<file path="src/rtl/core/alft_pkg.sv">
// Shared types and constants for the address-space LRU frame table.
package alft_pkg;

  localparam int CFG_DATA_W  = 8;
  localparam int COUNT_W     = 32;
  localparam int INDEX_OUT_W = 7;

  localparam logic [CFG_DATA_W-1:0] FRAMES_RESET = 8'd128;

  // Configuration register indexes.
  localparam logic REG_SHARED_MODE   = 1'b0;
  localparam logic REG_FRAMES_IN_USE = 1'b1;

  typedef enum logic [1:0] {
    ST_IDLE,
    ST_SCAN,
    ST_DONE
  } state_t;

  // Control part of the search record that walks down the cell chain.
  typedef struct packed {
    logic live;
    logic found;
    logic hit;
    logic best_set;
  } scan_flags_t;

  // Write-back command broadcast to all cells.
  typedef struct packed {
    logic write;
    logic refill;
  } wb_ctl_t;

endpackage

</file>
<file path="src/rtl/core/alft_cell.sv">
// One frame of the table plus its stage of the search chain.
module alft_cell
  import alft_pkg::*;
#(
  parameter int CELL_IDX   = 0,
  parameter int IDX_W      = 7,
  parameter int CNT_W      = 8,
  parameter int PAGE_BITS  = 20,
  parameter int STAMP_BITS = 32
) (
  input  logic                  clk,
  input  logic                  rst,
  input  logic [CNT_W-1:0]      lo,
  input  logic [CNT_W-1:0]      hi,
  input  logic [PAGE_BITS-1:0]  req_page,
  input  logic                  req_space,
  input  scan_flags_t           flags_in,
  input  logic [IDX_W-1:0]      sel_in,
  input  logic [IDX_W-1:0]      best_idx_in,
  input  logic [STAMP_BITS-1:0] best_stamp_in,
  input  logic [PAGE_BITS-1:0]  best_page_in,
  output scan_flags_t           flags_out,
  output logic [IDX_W-1:0]      sel_out,
  output logic [IDX_W-1:0]      best_idx_out,
  output logic [STAMP_BITS-1:0] best_stamp_out,
  output logic [PAGE_BITS-1:0]  best_page_out,
  input  wb_ctl_t               wb,
  input  logic [IDX_W-1:0]      wb_idx,
  input  logic [PAGE_BITS-1:0]  wb_page,
  input  logic                  wb_space,
  input  logic [STAMP_BITS-1:0] wb_stamp
);

  localparam logic [CNT_W-1:0] MY_POS = CNT_W'(CELL_IDX);
  localparam logic [IDX_W-1:0] MY_SEL = IDX_W'(CELL_IDX);

  logic                  valid;
  logic [PAGE_BITS-1:0]  page;
  logic                  space;
  logic [STAMP_BITS-1:0] stamp;

  logic                  in_range;
  logic                  take_best;
  scan_flags_t           flags_next;
  logic [IDX_W-1:0]      sel_next;
  logic [IDX_W-1:0]      best_idx_next;
  logic [STAMP_BITS-1:0] best_stamp_next;
  logic [PAGE_BITS-1:0]  best_page_next;

  always_comb begin
    in_range  = flags_in.live && (MY_POS >= lo) && (MY_POS < hi);
    take_best = in_range && (!flags_in.best_set || (stamp < best_stamp_in));

    flags_next      = flags_in;
    sel_next        = sel_in;
    best_idx_next   = best_idx_in;
    best_stamp_next = best_stamp_in;
    best_page_next  = best_page_in;

    // The first empty or matching frame in range ends the search.
    if (in_range && !flags_in.found) begin
      if (!valid) begin
        flags_next.found = 1'b1;
        sel_next         = MY_SEL;
      end else if ((page == req_page) && (space == req_space)) begin
        flags_next.found = 1'b1;
        flags_next.hit   = 1'b1;
        sel_next         = MY_SEL;
      end
    end

    // Strict compare keeps the lowest index on equal stamps.
    if (take_best) begin
      flags_next.best_set = 1'b1;
      best_idx_next       = MY_SEL;
      best_stamp_next     = stamp;
      best_page_next      = page;
    end
  end

  always_ff @(posedge clk) begin
    if (rst) begin
      flags_out <= '0;
    end else begin
      flags_out <= flags_next;
    end
    sel_out        <= sel_next;
    best_idx_out   <= best_idx_next;
    best_stamp_out <= best_stamp_next;
    best_page_out  <= best_page_next;
  end

  always_ff @(posedge clk) begin
    if (rst) begin
      valid <= 1'b0;
    end else if (wb.write && wb.refill && (wb_idx == MY_SEL)) begin
      valid <= 1'b1;
    end
  end

  always_ff @(posedge clk) begin
    if (wb.write && (wb_idx == MY_SEL)) begin
      stamp <= wb_stamp;
      if (wb.refill) begin
        page  <= wb_page;
        space <= wb_space;
      end
    end
  end

endmodule

</file>
<file path="config.mk">
export PLATFORM = sky130hd
export DESIGN_NAME = alft_cell
export DESIGN_NICKNAME = d
export VERILOG_FILES = /design/src/rtl/core/alft_pkg.sv /design/src/rtl/core/alft_cell.sv
export SDC_FILE = /design/constraint.sdc
export NUM_CORES = 1
export LEC_CHECK = 0
export BUFFER_PORTS_ARGS = -buffer_cell sky130_fd_sc_hd__buf_2
export CELL_PAD_IN_SITES_DETAIL_PLACEMENT = 1
export CELL_PAD_IN_SITES_GLOBAL_PLACEMENT = 2
export CORE_AREA = 8 8 121 168
export DETAILED_ROUTE_END_ITERATION = 16
export DIE_AREA = 0 0 129 176
export PLACE_DENSITY = 0.79
export SLEW_MARGIN = 20
export SYNTH_ARGS = -nofsm -noshare
export SYNTH_HDL_FRONTEND = slang
export SYNTH_SLANG_ARGS = --single-unit
</file>
<file path="constraint.sdc">
create_clock -name clk -period 2.7 [get_ports clk]
set_input_delay 0 -clock clk [delete_from_list [all_inputs] [get_ports clk]]
set_output_delay 0 -clock clk [all_outputs]
set_load 0.01 [all_outputs]
</file>
== Word-level counts from Yosys, hierarchy flattened ==
Index checks and enable logic that the tools add are counted.
Storage, ports and cells
  logic and storage cells: 40
  bits of input ports: 171
  bits in registers: 124
  output and inout bits: 70
Operators by class
  $lt $le $gt $ge: 3
  mux-type cells: 10
  reduce and logical (&&, ||, !) cells: 13
  equal/unequal tests: 2
Operator list (count)
  $lt 32x32->1: 1
  $mux 32: 1
  $mux 7: 3
  $eq 20x20->1: 1
  $mux 20: 1
  $ge 1x8->1 const A: 1
  $logic_and 1x1->1: 8
  $lt 1x8->1 const A: 1
  $logic_not 7->1: 1
  $mux 2: 2
  $mux 1: 3
  $logic_not 1->1: 2
  $reduce_and 2->1: 1
  $eq 1x1->1: 1
  $logic_or 1x1->1: 1

== Depth between registers and ports, before layout ==
Gate-level depths: netlist of the first run.
  word-level depth: 5
  gate-level depth with buffers: 10
  mapped depth without buffers: 8

== Least setup slack after synthesis of the first run ==
No wires, ideal clock.
  path kind: register to register
  start point: reg stamp[30]
  end point: reg best_stamp_out[28]
  cell stages (with the launch flop): 10
  library setup time: 121 ps
  arrival time: 2300 ps
  buffers on the path: 2
  period minus slack after synthesis: 2422 ps
  data required time: 2579 ps
  path slack: 278 ps
  cells stage by stage: edfxtp_1 ha_1 a21oi_1 nand2_1 a221oi_1 o211ai_2 a221oi_4 buf_6 buf_6 mux2_4
On the way
  cells in the longest elaborated chain, start to end: 4
RTL lines
  from (decl): line alft_cell.sv:40  | logic [STAMP_BITS-1:0] stamp;
  from (signal assigned): line alft_cell.sv:103  | stamp <= wb_stamp;
  $lt 32x32->1: line alft_cell.sv:52  | take_best = in_range && (!flags_in.best_set || (stamp < best_stamp_in));
  $logic_or 1x1->1: line alft_cell.sv:52
  $logic_and 1x1->1: line alft_cell.sv:52
  $mux 32: line alft_cell.sv:73  | if (take_best) begin
  net best_stamp_next[28]: line alft_cell.sv:47  | logic [STAMP_BITS-1:0] best_stamp_next;
  to (signal assigned): line alft_cell.sv:89  | best_stamp_out <= best_stamp_next;
  to (decl): line alft_cell.sv:25  | output logic [STAMP_BITS-1:0] best_stamp_out,
The timed path passes the listed nets, and every way through them passes these cells.
A chain may end at the register's enable or synchronous reset.

== Worst setup path after layout of the first run ==
  start point: reg stamp[31]
  end point: reg best_page_out[13]
On the way
  cells in the longest elaborated chain, start to end: 4
RTL lines
  $lt 32x32->1: line alft_cell.sv:52
  $logic_or 1x1->1: line alft_cell.sv:52
  $logic_and 1x1->1: line alft_cell.sv:52
  $mux 20: line alft_cell.sv:73
  net best_page_next[13]: line alft_cell.sv:48  | logic [PAGE_BITS-1:0] best_page_next;
  to (signal assigned): line alft_cell.sv:90  | best_page_out <= best_page_next;
  to (decl): line alft_cell.sv:26  | output logic [PAGE_BITS-1:0] best_page_out,
The timed path passes the listed nets, and every way through them passes these cells.

==> flow_metrics.py, run 1 <==
metrics = {
    "run_status": {
        "status": "finished, final reports clean",
    },
    "cells_and_area": {
        "final_area_sq_um": 8300,
        "syn_to_final_growth_pct": 69.23,
        "fin_util_pct": 46.69,
        "multiInputGateArea_sq_um": 1747,
        "final_cells": 999,
        "nets": 944,
        "drive_gt1_share_pct": 44.37,
        "seq_area_sq_um": 3013,
        "nFillCells": 1935,
    },
    "sta": {
        "period_needed_ns": 2.602,
        "setup_viol": 0,
        "fin_setup_tns_ns": 0,
        "drv_slew": 0,
        "fmax_mhz": 384.4,
        "min_period_over_period_pct": 96.35,
        "worst_slack_ns": 0.09843,
        "worst_pin_slew_ns": 0.3729,
        "hold_viol_final": 0,
        "slew_headroom_pct": 75.14,
        "finalClockSkew_ns": 0.008742,
    },
    "drt": {
        "drtIter0Drc": 115,
        "drc": 0,
        "routed_wirelength_microns": 19330,
        "via_per_inst": 4.325,
        "avgRoutedWirePerCell_microns": 19.35,
        "final_antenna_net_count": 0,
        "vias": 4321,
        "firstDrtPassIters": 4,
    },
    "global_routing": {
        "grt_pass1_wl_microns": 28490,
        "grt_usage_pct": 16.75,
        "grt-ovfl-total": 0,
        "antenna_found_initial": 4,
        "grt_max_degree": 47,
        "grt_pass1_vias": 5228,
    },
    "clock_tree": {
        "clkSinkCount": 124,
        "cts_root_buffer": "clkbuf_16",
        "insertion_delay_ns": 0.42,
        "cts_buffer_depth": 2,
        "cts_tree": "done",
        "cts_buffers": 17,
        "path_clk_slew_ns": 0.06,
        "cts.htree.levels": 4,
    },
    "die": {
        "dieWidth_microns": 129,
        "core_sq_um": 17780,
        "die_area_sq_um": 22700,
        "initial_core_util_pct": 27.59,
        "die_h_microns": 176,
        "ios": 241,
        "rows": 58,
    },
    "placement": {
        "dp_hpwl_microns": 12370,
        "io_buffers": 240,
        "placed_area_sq_um": 6400,
        "place.gp.congestion": 0.7575,
        "pre_cts_ws_ns": 0.03461,
        "placedCellCount": 833,
    },
    "pwr": {
        "powerDensity_nw_per_um2": 569.9,
        "ir_worst_vdd_uv": 279.2,
        "p_leak_nw": 3.699,
    },
    "worst_setup_path": {
        "worstPathRequired_ns": 3.00,
        "criticalPathCategory": "reg -> reg",
        "start_kind": "register",
        "critPathMaxFanout": 12,
        "crit_path_end_kind": "register",
        "arrival_ns": 2.90,
    },
    "yosys": {
        "synth_cells": 355,
        "synth_cell_types": 37,
        "ys_ff_latch": 124,
        "ys_warn_count": 0,
        "syn_area_per_cell_sq_um": 13.82,
        "syn_area_sq_um": 4905,
        "ys_seq_area_share_pct": 61.43,
        "syn-num-nets": 557,
    },
    "run": {
        "maxCapViolCount": 0,
    },
    "worst_hold_path": {
        "hold_class": "in -> reg",
    },
}
## flip-flops by register name, indices dropped and copies added, names as in the netlist
register and count:
valid 1, page 20, stamp 32, best_page_out 20
best_stamp_out 32, flags_out 4, best_idx_out 7, space 1
sel_out 7
## cell usage in the layout, fill, tap and decap left out, types with 2 or more instances in the layout
cell type,n
a211oi_1,2
a21oi_1,11
and2_1,8
buf_2,240
buf_4,3
buf_6,2
bufinv_16,2
clkbuf_1,6
clkbuf_16,18
clkinv_2,5
dfxtp_1,71
diode_2,4
dlygate4sd3_1,127
edfxtp_1,53
ha_1,31
inv_1,33
mux2_2,49
mux2_4,3
nand2_1,9
nand2b_1,2
nand3_1,4
nand4_1,9
nor2_1,9
nor2b_1,8
nor3_1,2
nor4_1,4
nor4b_1,2
o21ai_0,3
xnor2_1,14
xor2_1,7
## repair_timing
item | CTS | global route
endpoints found under the setup margin | 0 | 53
resized for setup | 0 | 10
hold buffers | 127 | 0
buffers inserted | 0 | 1
hold endpoints to repair | 124 | 0
## worst paths after layout
check	depth (start not counted)	from	end	slack [ns]
max	8	stamp[31]	best_page_out[13]	0.1
min	2	wb_idx[1]	stamp[4]	0.22
max reg2reg	8	stamp[31]	best_page_out[13]	0.1
min reg2reg	2	valid	valid	0.50
## final cells by class
class,count,share of cell area [%]
inverters,33,1.492
well taps,240,3.618
clock inverters,9,1.161
flip-flops and latches,124,36.30
multi-input cells,192,21.04
diodes,4,0.1206
clock buffers,23,5.396
repair buffers,374,30.87
## where the power goes
group | internal (mW) | leakage [nW] | total (mW) | switching (mW)
Clock | 1.35 | 0.266 | 2.17 | 0.825
Sequential | 2.01 | 1.07 | 2.03 | 0.0193
Combinational | 0.321 | 2.36 | 0.528 | 0.207
## cell usage after synthesis
cell type,number,area share [%]
buf_6,2,0.46
nand2b_1,2,0.26
ha_1,31,7.9
o211ai_2,1,0.26
dfxtp_1,71,29
nor4b_1,2,0.36
o31a_1,1,0.18
a21oi_1,11,1.1
a2111oi_0,1,0.18
mux2_2,49,11
buf_4,3,0.46
a221oi_4,1,0.54
nor3_2,1,0.20
a211o_1,1,0.18
o221ai_2,1,0.31
or4_1,1,0.15
nand4_1,9,1.1
xnor2_1,14,2.5
o21ba_2,1,0.20
and2_1,8,1.0
nand2_1,9,0.69
o21ai_0,3,0.31
inv_1,33,2.5
mux2_4,3,0.92
xor2_1,7,1.3
nor2_1,9,0.69
o21a_1,1,0.15
nor3_1,2,0.20
edfxtp_1,53,32
a21o_1,1,0.15
nor2b_1,8,1.0
a221oi_1,1,0.18
nand3_1,4,0.41
and4b_1,1,0.20
a211oi_1,3,0.46
buf_2,1,0.10
nor4_1,5,0.64
## critical path, stage by stage, from the launching register on
cell	delay [ns]
edfxtp_1	0.43
ha_1	0.33
nand4_1	0.16
or4_4	0.59
o211ai_2	0.22
a221oi_4	0.08
buf_4	0.18
clkbuf_16	0.18
mux2_2	0.29
## cell families after synthesis
logic type      count (synthesis)  synth area share [%]
fa+ha+maj                      31                 7.908
xor+xnor                       21                 3.750
mux                            52                 12.17
simple gates                   61                 6.990
buf+inv                        39                 3.546
compound gates                 27                 4.209
flops                         124                 61.43
## routing by layer
layer  up-vias  GRT usage [%]  wire, microns
li1       2047              -              -
met1      2066          15.09           6544
met2       170          31.90          10850
met3        38          5.737           1328
met4         0          8.698            606
met5         -              0              0
## per-stage QoR
step | power (mW) | hold slack, ns
finish | 4.731 | 0.2168
global route | 4.894 | 0.2281
CTS | 4.758 | 0.1440
detailed placement | 2.433 | 0.1787
global placement | 2.420 | 0.1766
floorplan | 2.209 | 0.06907
Power figures use the tool's default switching activity.
==> run 2, diff against run 1 <==
REMOVE_ABC_BUFFERS = 1   (was not set)
==> run 2 against run 1 <==
Net effect: register-to-register slack hardly changed; design area fell by 0.29%; die area stayed put; wire length decreased by 5.1%; critical endpoint is now best_page_out[17]; final cell count down 0.40%; setup slack got worse by 0.0074 ns.
==> flow_metrics.py, run 2 (synthesis gave the netlist of run 1 again) <==
metrics = {
    "cells_and_area": {
        "seq_area_sq_um": 3013,
        "multiInputGateArea_sq_um": 1738,
        "fin_util_pct": 46.55,
        "final_common_cell": "buf_2",
        "syn_to_final_growth_pct": 68.75,
        "drive_gt1_share_pct": 44.43,
        "layout_common_cells": "buf_2 (240), dlygate4sd3_1 (126), dfxtp_1 (71)",
        "largest_registers": "best_stamp_out: 32 flops, stamp: 32 flops",
        "nFillCells": 1935,
        "nets": 944,
    },
    "sta": {
        "period_needed_ns": 2.609,
        "setup_viol": 0,
        "drv_slew": 0,
        "hold_viol_final": 0,
        "finalClockSkew_ns": 0.008365,
        "rsz0062_at_grt": "no",
        "fmax_mhz": 383.3,
        "worst_pin_slew_ns": 0.4852,
        "slew_headroom_pct": 67.66,
        "min_period_over_period_pct": 96.63,
        "hold_slack_ns": 0.1159,
    },
    "die": {
        "die_h_microns": 176,
        "rows": 58,
        "core_sq_um": 17780,
        "die_area_sq_um": 22700,
        "ios": 241,
        "initial_core_util_pct": 27.59,
        "dieWidth_microns": 129,
    },
    "clock_tree": {
        "cts_buffer_depth": 2,
        "cts_tree": "done",
        "cts.htree.levels": 4,
        "path_clk_slew_ns": 0.06,
        "clkSinkCount": 124,
        "insertion_delay_ns": 0.40,
        "cts_buffers": 17,
        "cts_root_buffer": "clkbuf_16",
    },
    "global_routing": {
        "antenna_found_initial": 2,
        "grt_usage_pct": 16.41,
        "grt_pass1_wl_microns": 28030,
        "grt_pass1_vias": 5119,
        "grt_max_degree": 33,
        "grt-ovfl-total": 0,
    },
    "worst_setup_path": {
        "start_kind": "register",
        "slowest_stage": "or4_1",
        "criticalPathCategory": "reg -> reg",
        "path_cells": "ha_1 -> nand4_1 -> or4_1 -> nor3_2 -> a221oi_4 -> buf_4 -> buf_16 -> mux2_2",
        "crit_path_max_incr_delay_ns": 0.61,
        "crit_path_end_kind": "register",
        "worstPathRequired_ns": 2.99,
        "arrival_ns": 2.89,
        "critPathMaxFanout": 18,
    },
    "drt": {
        "final_antenna_net_count": 0,
        "drtIter0Drc": 123,
        "vias": 4222,
        "via_per_inst": 4.243,
        "routed_wirelength_microns": 18340,
        "drc": 0,
        "avgRoutedWirePerCell_microns": 18.43,
        "firstDrtPassIters": 4,
    },
    "run": {
        "maxCapViolCount": 0,
    },
    "run_status": {
        "status": "finished, final reports clean",
    },
    "placement": {
        "dp_hpwl_microns": 12500,
        "io_buffers": 240,
        "place.gp.congestion": 0.7963,
    },
    "pwr": {
        "ir_worst_vdd_uv": 339.3,
        "power.total_mw": 4.623,
        "powerDensity_nw_per_um2": 558.6,
        "p_leak_nw": 3.689,
    },
    "worst_hold_path": {
        "hold_class": "in -> reg",
    },
}
==> run 2: final timing paths <==
path / endpoint / slack, ns / cells past startpoint / start
setup / recovery: best_page_out[17] / 0.09 / 8 / stamp[30]
setup reg to reg: best_page_out[17] / 0.09 / 8 / stamp[30]
hold / removal: flags_out[0] / 0.12 / 4 / lo[0]
hold reg to reg: valid / 0.49 / 2 / valid
==> run 2: metrics by stage <==
step                cells  TNS [ns]  instance area [sq um]  setup slack, ns
floorplan             349    -42.49                   4855          -0.7597
global placement      834         0                   6420          0.07775
detailed placement    834         0                   6420         0.005175
CTS                   993         0                   8259          0.01397
global route          995         0                   8277         0.004601
finish                995         0                   8277          0.09100
==> run 2: power breakdown <==
group	internal [mW]	switching, mW	leakage, nW
combinational	0.320	0.202	2.36
clock	1.27	0.797	0.257
sequential	2.01	0.0181	1.07
total	3.61	1.02	3.69
==> run 2: metal layers <==
layer / wire, microns / GRT usage (%)
met4: 272 / 5.405
met2: 10440 / 32.14
met3: 1231 / 5.676
met1: 6383 / 15.16
met5: 13 / 0
==> run 2: cell type report <==
| cell class | count | area share (%) |
|---|---|---|
| clock buffers | 22 | 5.488 |
| repair buffers | 374 | 31.07 |
| flip-flops and latches | 124 | 36.40 |
| diodes | 1 | 0.03023 |
| clock inverters | 9 | 0.8919 |
| well taps | 240 | 3.628 |
| multi-input cells | 192 | 21.00 |
| inverters | 33 | 1.497 |
==> run 2: repair_timing <==
item | 4_1_cts | 5_1_grt
pin swaps | 2 | 1
endpoints found under the hold margin | 124 | 0
resized for setup | 2 | 4
hold buffers | 126 | 0
setup buffers | 1 | 1
cloned | 1 | 0
setup endpoints to repair | 29 | 53
==> run 2: critical path: cells and delay by family (launching register included) <==
family	cells	cell delay [ns]
and+or+nand+nor	3	1.01
DFF	1	0.41
adders and majority gates	1	0.34
buffers and inverters	2	0.34
muxes	1	0.29
AOI/OAI and AO/OA	1	0.10
